===== src/rtl/core/olas_pkg.sv =====
// Package with the sizes, codes and cell control type of the ordered list unit.
package olas_pkg;

	localparam int POS_W = 4;
	localparam int IDX_W = POS_W;
	localparam int CAPACITY = 1 << POS_W;
	localparam int CNT_W = $clog2(CAPACITY + 1);
	localparam int DATA_W = 32;
	localparam int OP_W = 3;
	localparam int ST_W = 2;
	localparam int IN_W = 40;
	localparam int OUT_W = 48;

	typedef enum logic [OP_W-1:0] {
		OP_APPEND = 3'd0,
		OP_REMOVE = 3'd1,
		OP_FIND   = 3'd2,
		OP_READ   = 3'd3,
		OP_CLEAR  = 3'd4
	} op_t;

	localparam logic [ST_W-1:0] ST_OK    = 2'd0;
	localparam logic [ST_W-1:0] ST_RANGE = 2'd1;
	localparam logic [ST_W-1:0] ST_FULL  = 2'd2;
	localparam logic [ST_W-1:0] ST_MISS  = 2'd3;

	typedef struct packed {
		logic              append_en;
		logic              remove_en;
		logic [IDX_W-1:0]  position;
		logic [CNT_W-1:0]  count;
		logic [DATA_W-1:0] value;
	} cell_ctrl_t;

endpackage


===== src/rtl/core/olas_cell.sv =====
// One storage cell of the list: loads an appended value, shifts from its upper neighbor, compares.
module olas_cell
	import olas_pkg::*;
(
	input  logic              clk,
	input  logic [IDX_W-1:0]  idx,
	input  cell_ctrl_t        ctrl,
	input  logic [DATA_W-1:0] upper_data,
	output logic [DATA_W-1:0] data,
	output logic              match
);

	logic [DATA_W-1:0] data_q;
	logic [CNT_W-1:0]  idx_ext;
	logic              in_use;
	logic              load;
	logic              shift;

	assign idx_ext = CNT_W'(idx);
	assign in_use = idx_ext < ctrl.count;
	assign load = ctrl.append_en && (idx_ext == ctrl.count);
	assign shift = ctrl.remove_en && (idx >= ctrl.position) &&
		((idx_ext + CNT_W'(1)) < ctrl.count);

	always_ff @(posedge clk) begin
		if (load) begin
			data_q <= ctrl.value;
		end else if (shift) begin
			data_q <= upper_data;
		end
	end

	assign data = data_q;
	assign match = in_use && (data_q == ctrl.value);

endmodule


===== src/rtl/core/ordered_list_append_remove_search_unit.sv =====
// Top level of the ordered list unit: request decode, chain of cells and result register.
// The list holds up to 16 signed 32-bit entries in a row of cells. Each request appends,
// removes with gap closing, finds the lowest matching index, reads at an index, or clears;
// every request returns exactly one result. All cells compare and shift in the cycle of
// acceptance, so a request is taken every cycle and its result appears in the output
// register on the next cycle; the single output register sets the rate to one request per
// cycle while m_tready stays high, and a stalled result holds off new requests.
module ordered_list_append_remove_search_unit
	import olas_pkg::*;
(
	input  logic             clk,
	input  logic             arst_n,
	input  logic             s_tvalid,
	output logic             s_tready,
	// op[2:0], position[6:3], value[38:7], zero fill
	input  logic [IN_W-1:0]  s_tdata,
	output logic             m_tvalid,
	input  logic             m_tready,
	// read_value[31:0], found_index[35:32], found[36], entry_count[41:37], status[43:42], zero fill
	output logic [OUT_W-1:0] m_tdata
);

	op_t                      op;
	logic [POS_W-1:0]         position;
	logic signed [DATA_W-1:0] value;
	logic                     accept;

	logic [CNT_W-1:0]  count_q;
	logic [CNT_W-1:0]  next_count;
	cell_ctrl_t        ctrl;
	logic [DATA_W-1:0] cell_data [CAPACITY];
	logic [CAPACITY-1:0] match;

	logic              hit;
	logic [IDX_W-1:0]  hit_idx;
	logic [DATA_W-1:0] rd_value;
	logic [IDX_W-1:0]  fnd_idx;
	logic              fnd;
	logic [ST_W-1:0]   status;
	logic              append_req;
	logic              remove_req;

	logic                     m_valid_q;
	logic signed [DATA_W-1:0] read_value_q;
	logic [IDX_W-1:0]         found_index_q;
	logic                     found_q;
	logic [CNT_W-1:0]         entry_count_q;
	logic [ST_W-1:0]          status_q;

	assign op = op_t'(s_tdata[OP_W-1:0]);
	assign position = s_tdata[OP_W+POS_W-1:OP_W];
	assign value = s_tdata[OP_W+POS_W+DATA_W-1:OP_W+POS_W];

	assign s_tready = !m_valid_q || m_tready;
	assign accept = s_tvalid && s_tready;

	assign ctrl.append_en = accept && append_req;
	assign ctrl.remove_en = accept && remove_req;
	assign ctrl.position = position;
	assign ctrl.count = count_q;
	assign ctrl.value = value;

	for (genvar i = 0; i < CAPACITY; i++) begin : g_cell
		if (i < CAPACITY - 1) begin : g_mid
			olas_cell u_cell (
				.clk        (clk),
				.idx        (IDX_W'(i)),
				.ctrl       (ctrl),
				.upper_data (cell_data[i+1]),
				.data       (cell_data[i]),
				.match      (match[i])
			);
		end else begin : g_last
			olas_cell u_cell (
				.clk        (clk),
				.idx        (IDX_W'(i)),
				.ctrl       (ctrl),
				.upper_data (cell_data[i]),
				.data       (cell_data[i]),
				.match      (match[i])
			);
		end
	end

	always_comb begin
		hit = |match;
		hit_idx = '0;
		for (int i = CAPACITY - 1; i >= 0; i--) begin
			if (match[i]) begin
				hit_idx = IDX_W'(i);
			end
		end
	end

	always_comb begin
		rd_value = '0;
		fnd_idx = '0;
		fnd = 1'b0;
		status = ST_OK;
		append_req = 1'b0;
		remove_req = 1'b0;
		next_count = count_q;
		case (op)
			OP_APPEND: begin
				if (count_q == CNT_W'(CAPACITY)) begin
					status = ST_FULL;
				end else begin
					append_req = 1'b1;
					next_count = count_q + CNT_W'(1);
				end
			end
			OP_REMOVE: begin
				if (CNT_W'(position) >= count_q) begin
					status = ST_RANGE;
				end else begin
					remove_req = 1'b1;
					next_count = count_q - CNT_W'(1);
				end
			end
			OP_FIND: begin
				fnd = hit;
				fnd_idx = hit ? hit_idx : '0;
				status = hit ? ST_OK : ST_MISS;
			end
			OP_READ: begin
				if (CNT_W'(position) >= count_q) begin
					status = ST_RANGE;
				end else begin
					rd_value = cell_data[position];
				end
			end
			OP_CLEAR: begin
				next_count = '0;
			end
			default: begin
			end
		endcase
	end

	always_ff @(posedge clk or negedge arst_n) begin
		if (!arst_n) begin
			count_q <= '0;
			m_valid_q <= 1'b0;
		end else begin
			if (accept) begin
				count_q <= next_count;
				m_valid_q <= 1'b1;
			end else if (m_tready) begin
				m_valid_q <= 1'b0;
			end
		end
	end

	always_ff @(posedge clk) begin
		if (accept) begin
			read_value_q <= rd_value;
			found_index_q <= fnd_idx;
			found_q <= fnd;
			entry_count_q <= next_count;
			status_q <= status;
		end
	end

	assign m_tvalid = m_valid_q;
	assign m_tdata = {4'b0, status_q, entry_count_q, found_q, found_index_q, read_value_q};

endmodule


===== config.mk =====
export PLATFORM = sky130hd
export DESIGN_NAME = ordered_list_append_remove_search_unit
export DESIGN_NICKNAME = d
export VERILOG_FILES = /design/src/rtl/core/olas_pkg.sv /design/src/rtl/core/olas_cell.sv /design/src/rtl/core/ordered_list_append_remove_search_unit.sv
export SDC_FILE = /design/constraint.sdc
export NUM_CORES = 1
export LEC_CHECK = 0
export BUFFER_PORTS_ARGS = -buffer_cell sky130_fd_sc_hd__buf_2
export CAP_MARGIN = 10
export CORE_ASPECT_RATIO = 0.8
export CORE_UTILIZATION = 35
export DETAILED_ROUTE_END_ITERATION = 8
export GPL_TIMING_DRIVEN = 0
export SYNTH_ARGS = -nofsm -noshare
export SYNTH_HDL_FRONTEND = slang
export SYNTH_SLANG_ARGS = --single-unit

===== constraint.sdc =====
create_clock -name clk -period 6.1 [get_ports clk]
set_input_delay 0 -clock clk [delete_from_list [all_inputs] [get_ports clk]]
set_output_delay 0 -clock clk [all_outputs]
set_load 0.02 [all_outputs]

==> results of run 1 <==
==> kinds of logic after synthesis <==
group | count (synthesis)
AOI/OAI and AO/OA | 72
xor gates and xnor gates | 512
adders and majority gates | 9
buffers and inverters | 238
DFF | 562
muxes | 641
other | 1
and+or+nand+nor | 323
==> power breakdown <==
| part | internal (mW) | switching (mW) |
|---|---|---|
| registers | 4.26 | 0.0312 |
| clock network | 2.26 | 1.67 |
| logic | 0.412 | 0.912 |
==> layout make-up <==
cell class                      count  area, µm²
Antenna cell                        4       10.0
Buffer                            230       1210
Clock buffer                       80       1640
Clock inverter                     32        377
Fill cell                        8888      56500
Inverter                            8       31.3
Multi-Input combinational cell   1561      16100
Sequential cell                   562      16800
Tap cell                         1287       1610
Timing Repair Buffer              153       1270
==> registers in the layout, summed over array words and instances, names as in the netlist <==
name	cells
m_tvalid	1
count_q	5
found_q	1
found_index_q	4
g_cell.g_mid.u_cell.data	480
read_value_q	32
status_q	2
g_cell.g_last.u_cell.data	32
entry_count_q	5
==> worst register-to-register path, stage by stage (launching register included) <==
cell and delay, ps:
dfrtp_1 470, clkbuf_1 530, inv_1 350, ha_1 290, clkbuf_1 320, a31oi_2 420, nand2_2 200, nor3_2 460
nand2_1 470, buf_1 610, nand2_2 610, buf_12 260
==> metal layers <==
layer	GRT usage, %	routed length (µm)	vias up
li1	-	-	9461
met1	41.0	60400	12200
met2	39.3	57200	1535
met3	7.76	16400	247
met4	11.0	6220	4
met5	0	23	-
==> worst max path at each step <==
stage | startpoint | endpoint | cells after the start
final | count_q[0]$_DFFE_PN0P_ | g_cell[13].g_mid.u_cell.data[13]$_DFFE_PP_ | 11
after global routing | count_q[0]$_DFFE_PN0P_ | g_cell[14].g_mid.u_cell.data[10]$_DFFE_PP_ | 11
after CTS | count_q[0]$_DFFE_PN0P_ | g_cell[13].g_mid.u_cell.data[20]$_DFFE_PP_ | 11
after detailed placement | count_q[0]$_DFFE_PN0P_ | g_cell[13].g_mid.u_cell.data[13]$_DFFE_PP_ | 11
after global placement | count_q[0]$_DFFE_PN0P_ | g_cell[15].g_last.u_cell.data[18]$_DFFE_PP_ | 7
after floorplan | m_tvalid$_DFFE_PN0P_ | g_cell[15].g_last.u_cell.data[0]$_DFFE_PP_ | 5
==> stage by stage <==
stage	cells	setup WS [ps]	setup TNS, ps	util (%)
2_1_floorplan	2361	644	0	-
3_3_place_gp	3735	-4530	-865080	37.7
3_5_place_dp	3758	1030	0	38.3
4_1_cts	3912	1020	0	40.9
5_1_grt	3913	821	0	40.9
6_report	3917	800	0	40.9
==> synthesized netlist by cell type, drive strengths merged, types with 2 or more instances <==
cell type | instances | area, µm²
edfxtp | 556 | 16700
mux2 | 481 | 5420
xor2 | 382 | 3350
mux4 | 160 | 3600
buf | 143 | 883
xnor2 | 130 | 1140
nor4 | 102 | 663
clkbuf | 87 | 327
nand4 | 49 | 307
nand2 | 40 | 153
nor2b | 36 | 225
nor2 | 30 | 113
o21ai | 21 | 105
nand3 | 20 | 100
nor3 | 18 | 100
a21oi | 15 | 75.1
ha | 9 | 113
nand2b | 8 | 57.6
inv | 7 | 26.3
dfrtp | 6 | 150
or3 | 6 | 42.5
a21o | 5 | 37.5
or2 | 5 | 31.3
or4 | 5 | 45.0
a31oi | 4 | 31.3
o21bai | 4 | 30.0
and2 | 3 | 18.8
o211ai | 3 | 22.5
o31ai | 3 | 22.5
a21boi | 2 | 15.0
a31o | 2 | 17.5
o22ai | 2 | 12.5
==> qor.txt, run 1 <==
status: finished, final reports clean
initial core utilization: 35.6%
Power, Total: 9.54 mW
Rows: 101
Worst path top cell family by delay: buffers and inverters
Peak Freq: 0.189 GHz
Adder-Cell Fraction of Synth Area: 0.331%
Tcrit/Tclk final: 86.9%
Hold/Removal Path Class: input pin to flop
violation count after the first detailed-route iteration: 3774
CP Class: flop to flop
GRT overflow: 0
nets: 2630
Crit-path slowest cell: buf_1
clk buf depth: 3
Clock transition at path regs: 60 ps
CTS tree: yes
Synth Flop Type: edfxtp_1
Leak: 13.1 nW
largest family of logic cells by synthesized area: multiplexers
Relative slew margins: 7.78%
Simple-Gate Fraction of Synth Area: 5.47%
Max FO, Critical Path: 19
total clock sinks: 562
DRC violations left: 0
final WL: 140 mm
design area: 0.0391 mm²
Fin Hold WS: 58.5 ps
fraction of synthesized area in multiplexers: 26.5%
Final setup viols: 0
Post-synth EDFFs: 556
Critical Path Source Type: flop
clk_skew: 25.1 ps
Yosys reg bits: 562
total number of yosys warnings: 0
Worst Max-Slew Pin Slew: 1380 ps
Post-CTS Resized: 0
WP buf/inv: 5
Die W: 351 µm
chip height: 281 µm
postcts setup bufs: 0
GRT Total Usage: 28.2%
via count: 23.4k
root buf cell: clkbuf_16
leading cell types in the layout, fill and taps excluded: 556 x edfxtp_1, 382 x xor2_1, 365 x mux2_2
worst path required time: 6450 ps
worst hold path depth: 4
RSZ-0062 raised after global routing: false
H-tree levels: 2
drt via density: 5.98
commonest non-fill, non-tap cell in the layout: edfxtp_1
hold endpoint: status_q[0]$_DFFE_PP_
Max-cap violations: 0
Worst R2R End: g_cell[13].g_mid.u_cell.data[13]$_DFFE_PP_
worst-path cell chain: clkbuf_1, inv_1, ha_1, clkbuf_1, a31oi_2, nand2_2, nor3_2, nand2_1, buf_1, nand2_2, buf_12
share of cells above drive strength 1: 33.0%
DRT Pass-1 Iters: 7
GP Congestion: 1.02
asr flop ratio synth: 1.07%
hold buffers post-CTS: 42
Compound-Gate Fraction of Synth Area: 1.39%
final hold vios: 0
Syn-to-layout area delta: 14.9%
cells on worst reg2reg path: 11
power per cell area: 244 mW/mm²
r2r startpoint: count_q[0]$_DFFE_PN0P_
min-delay src: s_tdata[0]
Pins Over Slew Limit: 0
WP data arrival: 5650 ps
VDD IR-drop max: 0.217 mV
Syn Inst Count: 2358
pin count of the biggest net entering global routing: 39
drt wl/cell: 35.8 µm
Num CTS Buffers: 61
first-pass GRT wire length: 188 mm
Setup crit end kind: flop
xor/xnor share of the synthesized area: 13.2%
# IOs: 94
Syn Area/Cell: 14.4 µm²
Clk Latency, worst-skew pair: 670 ps
core area: 0.0957 mm²
flop-to-flop setup slack: 800 ps
Die ar.: 0.0985 mm²
Seq/Total Area, Yosys: 49.5%
antenna violations before repair: 9
IO buf count: 87
Antenna Nets Post-Route: 0
Synth cell types: 61
Post-DP Area: 0.0367 mm²
min Tclk post-route: 5300 ps
Syn Std Cell Area: 0.0340 mm²
Max stage delay on crit path: 600 ps
vias in the first global route: 22.3k
post-DP HPWL: 114 mm
(Power assumes the default switching activity.)
==> run 2: changes to the inputs <==
Settings changed: BUFFER_PORTS_ARGS -buffer_cell sky130_fd_sc_hd__buf_2 to -buffer_cell sky130_fd_sc_hd__clkbuf_2.
==> run 2 against run 1 <==
Net effect:
- non-clock buffer count shrank 2
- cell count down 0.20%
- fmax fell by 1.3%
- clock skew is 4.0 ps lower
- register-to-register slack got worse by 70 ps
- largest cell class unchanged
- highest routed layer unchanged
==> qor.txt, run 2 (same netlist as run 1, synthesis figures left out) <==
status: finished, final reports clean
Die ar.: 0.0985 mm² (unchanged)
WP buf/inv: 5 (unchanged)
Relative slew margins: 11.8% (+4.1 points)
total clock sinks: 562 (unchanged)
antenna violations before repair: 10 (+1)
Die W: 351 µm (unchanged)
violation count after the first detailed-route iteration: 3678 (-2.5%)
final hold vios: 0 (unchanged)
Worst path top cell family by delay: buffers and inverters
final WL: 135 mm (-3.8%)
Clock transition at path regs: 70 ps (about the same)
Sequential Power Share: 46.9% (+2.0 points)
initial core utilization: 35.6% (unchanged)
worst path required time: 6470 ps (+20 ps)
core area: 0.0957 mm² (unchanged)
Rows: 101 (unchanged)
r2r startpoint: count_q[0]$_DFFE_PN0P_
Critical Path Source Type: flop
CP Class: flop to flop
internal power: 6.53 mW (-5.7%)
final setup margin: 729 ps (-71.9 ps)
drt via density: 6.01 (+0.56%)
Hold/Removal Path Class: input pin to flop
Clk Latency, worst-skew pair: 670 ps (about the same)
Num CTS Buffers: 61 (unchanged)
Leak: 13.0 nW (-0.85%)
GRT Total Usage: 27.0% (-1.2 points)
share of cells above drive strength 1: 32.7% (-0.23 points)
postcts setup bufs: 0 (unchanged)
Setup crit end kind: flop
clk buf depth: 3 (unchanged)
Sum Neg Setup Slack: 0 ps (unchanged)
Antenna Nets Post-Route: 0 (unchanged)
vias in the first global route: 22.3k (-0.10%)
DRT Pass-1 Iters: 6 (-1)
min Tclk post-route: 5370 ps (+71.9 ps)
chip height: 281 µm (unchanged)
Worst Max-Slew Pin Slew: 1320 ps (-60.8 ps)
Peak Freq: 0.186 GHz (-1.3%)
RSZ-0062 raised after global routing: false
Worst Setup SP: count_q[0]$_DFFE_PN0P_
dpl ws: 1020 ps (-7.67 ps)
Pins Over Slew Limit: 0 (unchanged)
root buf cell: clkbuf_16
DRC violations left: 0 (unchanged)
dpl cells: 3758 (unchanged)
CTS tree: yes
Max FO, Critical Path: 18 (-1)
clk_skew: 21.1 ps (-4.02 ps)
GP Congestion: 1.04 (+1.7%)
# IOs: 94 (unchanged)
H-tree levels: 2 (unchanged)
Logic pwr share: 14.4% (+0.5 points)
Tcrit/Tclk final: 88.1% (+1.2 points)
via count: 23.5k (+0.35%)
first-pass GRT wire length: 183 mm (-3.0%)
Net Sw Power: 2.61 mW (-0.11%)
final cell count without fillers: 3909 (-0.20%)
power per cell area: 236 mW/mm² (-3.4%)
GRT overflow: 0 (unchanged)
WP data arrival: 5740 ps (+90 ps)
Final setup viols: 0 (unchanged)
nets: 2628 (-0.076%)
drt wl/cell: 34.5 µm (-3.6%)
Max-cap violations: 0 (unchanged)
commonest non-fill, non-tap cell in the layout: edfxtp_1
Finished Core Util: 40.6% (-0.29 points)
switching share of power: 28.6% (+1.2 points)
leading cell types in the layout, fill and taps excluded: 556 x edfxtp_1, 382 x xor2_1, 365 x mux2_2
Max stage delay on crit path: 680 ps (+80 ps)
worst-path cell chain: clkbuf_1, inv_1, ha_1, clkbuf_1, a31oi_2, nand2_2, nor3_2, nand2_1, buf_1, nand2_2, buf_16
min-delay src: s_tdata[10]
post-DP HPWL: 109 mm (-4.3%)
VDD IR-drop max: 0.233 mV (+7.3%)
power share of the clock group: 38.7% (-2.5 points)
Syn-to-layout area delta: 14.1%
Crit-path slowest cell: nand2_2
number of flip-flops in the largest register: 480 (unchanged)
IO buf count: 87 (unchanged)
pin count of the biggest net entering global routing: 39 (unchanged)
run 2: changes by cell type in the layout (fill, tap and decap cells not counted), sizes merged:
cell,delta
diode,-2
bufinv,-8
inv,+1
buf,-88
clkbuf,+88
dlygate4sd3,-1
clkinvlp,-2
clkinv,+4
run 2: layout make-up:
class | count | area (µm²)
tap | 1287 | 1610
clock inverter | 27 | 150
fill | 8898 | 56800
timing repair buffer | 151 | 1260
multi-input combinational | 1561 | 16100
sequential | 562 | 16800
inverter | 8 | 31.3
clock buffer | 81 | 1600
antenna | 2 | 5.00
buffer | 230 | 1210
run 2: final timing paths:
check / endpoint / slack (ps) / depth (start not counted)
min reg2reg: g_cell[8].g_mid.u_cell.data[21]$_DFFE_PP_ / 620 / 1
min: g_cell[15].g_last.u_cell.data[3]$_DFFE_PP_ / 60 / 2
max: g_cell[14].g_mid.u_cell.data[20]$_DFFE_PP_ / 730 / 11
max reg2reg: g_cell[14].g_mid.u_cell.data[20]$_DFFE_PP_ / 730 / 11
min in group asynchronous: count_q[3]$_DFFE_PN0P_ / 320 / 3
max in group asynchronous: count_q[2]$_DFFE_PN0P_ / 5500 / 3
run 2: timing repair:
| item | 4_1_cts | 5_1_grt |
|---|---|---|
| gates resized for setup | 0 | 0 |
| hold endpoints to repair | 57 | 0 |
| hold buffers | 41 | 0 |
| endpoints found under the setup margin | 0 | 0 |
run 2: power groups by stage:
stage	registers (mW)	clock network [mW]	logic (mW)
after global routing	4.29	3.65	1.33
after global placement	4.37	0	1.20
after floorplan	4.39	0	0.668
final	4.29	3.54	1.32
after CTS	4.29	3.53	1.27
after detailed placement	4.37	0	1.24
run 2: metrics by stage:
stage / cell area, µm² / power, mW / hold WS [ps]
after floorplan: 34100 / 5.05 / -296
after detailed placement: 36700 / 5.61 / -144
after global placement: 36100 / 5.57 / -152
final: 38800 / 9.15 / 56.6
after CTS: 38800 / 9.09 / 14.6
after global routing: 38800 / 9.28 / 65.3
run 2: routing by layer:
layer / track usage (%) / share of wire [%] / up-vias
li1: - / - / 9414
met2: 37.8 / 41 / 1760
met3: 7.55 / 14 / 219
met4: 9.36 / 3.8 / 6
met1: 39.5 / 41 / 12100
met5: 0 / 0.031 / -
run 2: worst register-to-register path: cells and delay by family, from the launching register on:
family	cells	cell delay [ps]
buffers and inverters	5	2060
AO/OA/AOI/OAI	1	440
AND/OR/NAND/NOR	4	1790
flip-flops	1	470
adder cells (fa/ha/maj)	1	290
==> run 3: changes to the inputs <==
Settings changed: ABC_CLOCK_PERIOD_IN_PS from default to 6100, BUFFER_PORTS_ARGS -buffer_cell sky130_fd_sc_hd__clkbuf_2 to default, DONT_BUFFER_PORTS from default to 1.
==> run 3 against run 2 <==
Net effect:
- power rose by 4.8%
- clock power rose by 13%
- final area rose by 0.31%
- sequential power barely moved
- register-to-register slack improved by 220 ps
- critical endpoint unchanged
- largest cell class unchanged
==> qor.txt, run 3 (same netlist as run 1, synthesis figures left out) <==
violation count after the first detailed-route iteration: 4086 (+11%)
Hold/Removal Path Class: input pin to flop
DRC violations left: 0 (unchanged)
Max FO, Critical Path: 23 (+5)
VDD IR-drop max: 0.203 mV (-13%)
Worst R2R End: g_cell[14].g_mid.u_cell.data[20]$_DFFE_PP_
switching share of power: 27.8% (-0.75 points)
Die ar.: 0.0985 mm² (unchanged)
nets: 2564 (-2.4%)
commonest non-fill, non-tap cell in the layout: edfxtp_1
WP data arrival: 5470 ps (-270 ps)
Syn-to-layout area delta: 14.4%
final WL: 139 mm (+2.8%)
antenna violations before repair: 11 (+1)
core area: 0.0957 mm² (unchanged)
worst hold path depth: 1 (-1)
internal power: 6.92 mW (+5.9%)
leading cell types in the layout, fill and taps excluded: 556 x edfxtp_1, 382 x xor2_1, 365 x mux2_2
via count: 23.3k (-0.77%)
RSZ-0062 raised after global routing: false
Sum Neg Setup Slack: 0 ps (unchanged)
chip height: 281 µm (unchanged)
Net Sw Power: 2.67 mW (+2.0%)
r2r startpoint: count_q[0]$_DFFE_PN0P_
Antenna Nets Post-Route: 0 (unchanged)
drt via density: 6.06 (+0.82%)
# IOs: 94 (unchanged)
final hold vios: 0 (unchanged)
pin count of the biggest net entering global routing: 39 (unchanged)
CP Class: flop to flop
final cell count without fillers: 3847 (-1.6%)
min Tclk post-route: 5150 ps (-221 ps)
clk buf depth: 3 (unchanged)
final setup margin: 950 ps (+221 ps)
Pins Over Slew Limit: 0 (unchanged)
Tcrit/Tclk final: 84.4% (-3.6 points)
Clock transition at path regs: 60 ps (about the same)
worst-path cell chain: clkbuf_1, inv_1, ha_1, clkbuf_1, a31oi_2, nand2_2, nor3_2, nand2_1, buf_1, nand2_2, buf_12
Num CTS Buffers: 66 (+8.2%)
status: finished, final reports clean
Crit-path slowest cell: buf_1
Final setup viols: 0 (unchanged)
total clock sinks: 562 (unchanged)
dpl cells: 3674 (-2.2%)
Leak: 12.9 nW (-0.75%)
post-DP HPWL: 112 mm (+2.8%)
Setup crit end kind: flop
Clk Latency, worst-skew pair: 640 ps (-30 ps)
min-delay src: s_tdata[21]
Post-CTS Resized: 0 (unchanged)
power per cell area: 246 mW/mm² (+4.5%)
Die W: 351 µm (unchanged)
Max-cap violations: 0 (unchanged)
Logic pwr share: 13.2% (-1.2 points)
hold endpoint: g_cell[15].g_last.u_cell.data[14]$_DFFE_PP_
WP buf/inv: 5 (unchanged)
root buf cell: clkbuf_16
Rows: 101 (unchanged)
cells on worst reg2reg path: 11 (unchanged)
Worst path top cell family by delay: buffers and inverters
power share of the clock group: 41.7% (+3.0 points)
DRT Pass-1 Iters: 6 (unchanged)
first-pass GRT wire length: 187 mm (+2.2%)
worst path required time: 6420 ps (-50 ps)
Worst Max-Slew Pin Slew: 1290 ps (-30.4 ps)
vias in the first global route: 22.2k (-0.34%)
Max stage delay on crit path: 610 ps (-70 ps)
Relative slew margins: 13.9% (+2.0 points)
flop-to-flop setup slack: 950 ps (+220 ps)
share of cells above drive strength 1: 31.2% (-1.6 points)
H-tree levels: 3 (+1)
GRT overflow: 0 (unchanged)
Post-DP Area: 0.0363 mm² (-1.0%)
CTS tree: yes
Sequential Power Share: 45.0% (-1.9 points)
initial core utilization: 35.6% (unchanged)
Critical Path Source Type: flop
Finished Core Util: 40.7% (+0.13 points)
design area: 0.0390 mm² (+0.31%)
Peak Freq: 0.194 GHz (+4.3%)
GRT Total Usage: 28.0% (+0.95 points)
IO buf count: 0 (-100%)
clk_skew: 22.9 ps (+1.77 ps)
GP Congestion: 1.01 (-2.1%)
dpl ws: 1140 ps (+121 ps)
number of flip-flops in the largest register: 480 (unchanged)
drt wl/cell: 36.1 µm (+4.5%)
==> run 3: repair_timing <==
action,CTS,global route
setup buffers,0,0
hold buffers,54,0
hold endpoints to repair,59,0
==> run 3: power groups by stage <==
stage	sequential, mW	combinational, mW	clock (mW)
5_1_grt	4.32	1.29	4.14
4_1_cts	4.32	1.22	4.01
3_5_place_dp	4.40	1.18	0
6_report	4.32	1.27	4.00
2_1_floorplan	4.39	0.668	0
3_3_place_gp	4.40	1.14	0
==> run 3: worst register-to-register path: stages, from the launching register on <==
cell	delay [ps]
dfrtp_1	430
clkbuf_1	470
inv_1	320
ha_1	280
clkbuf_1	320
a31oi_2	430
nand2_2	200
nor3_2	520
nand2_1	470
buf_1	610
nand2_2	510
buf_12	260
==> run 3: layout make-up <==
cell class / instances / area [µm²]
multi-input cells: 1561 / 16100
flip-flops and latches: 562 / 16800
diodes: 1 / 2.50
clock inverters: 30 / 205
inverters: 8 / 31.3
fillers: 8849 / 56700
plain buffers: 230 / 1210
repair buffers: 82 / 1050
well taps: 1287 / 1610
clock buffers: 86 / 1880
==> run 3: stage by stage <==
step / total power, mW / hold slack [ps]
after global placement: 5.55 / -295
after detailed placement: 5.58 / -295
after global routing: 9.75 / 15.0
after floorplan: 5.05 / -296
final: 9.58 / 13.0
after CTS: 9.55 / 0.500
==> run 3: layer usage <==
layer,global-route usage (%),wire length (µm)
met2,39.3,57600
met1,40.7,59000
met4,10.4,5700
met5,0,0
met3,7.66,16400
==> run 3: worst max-delay path by stage <==
stage / end / depth (start not counted) / from / slack [ps]
final: g_cell[14].g_mid.u_cell.data[20]$_DFFE_PP_ / 11 / count_q[0]$_DFFE_PN0P_ / 950
after global routing: g_cell[14].g_mid.u_cell.data[13]$_DFFE_PP_ / 11 / count_q[0]$_DFFE_PN0P_ / 950
after CTS: g_cell[14].g_mid.u_cell.data[19]$_DFFE_PP_ / 11 / count_q[0]$_DFFE_PN0P_ / 1250
after detailed placement: g_cell[2].g_mid.u_cell.data[15]$_DFFE_PP_ / 14 / s_tdata[3] / 1140
after global placement: g_cell[15].g_last.u_cell.data[20]$_DFFE_PP_ / 5 / m_tvalid$_DFFE_PN0P_ / -4240
after floorplan: g_cell[15].g_last.u_cell.data[0]$_DFFE_PP_ / 5 / m_tvalid$_DFFE_PN0P_ / 640
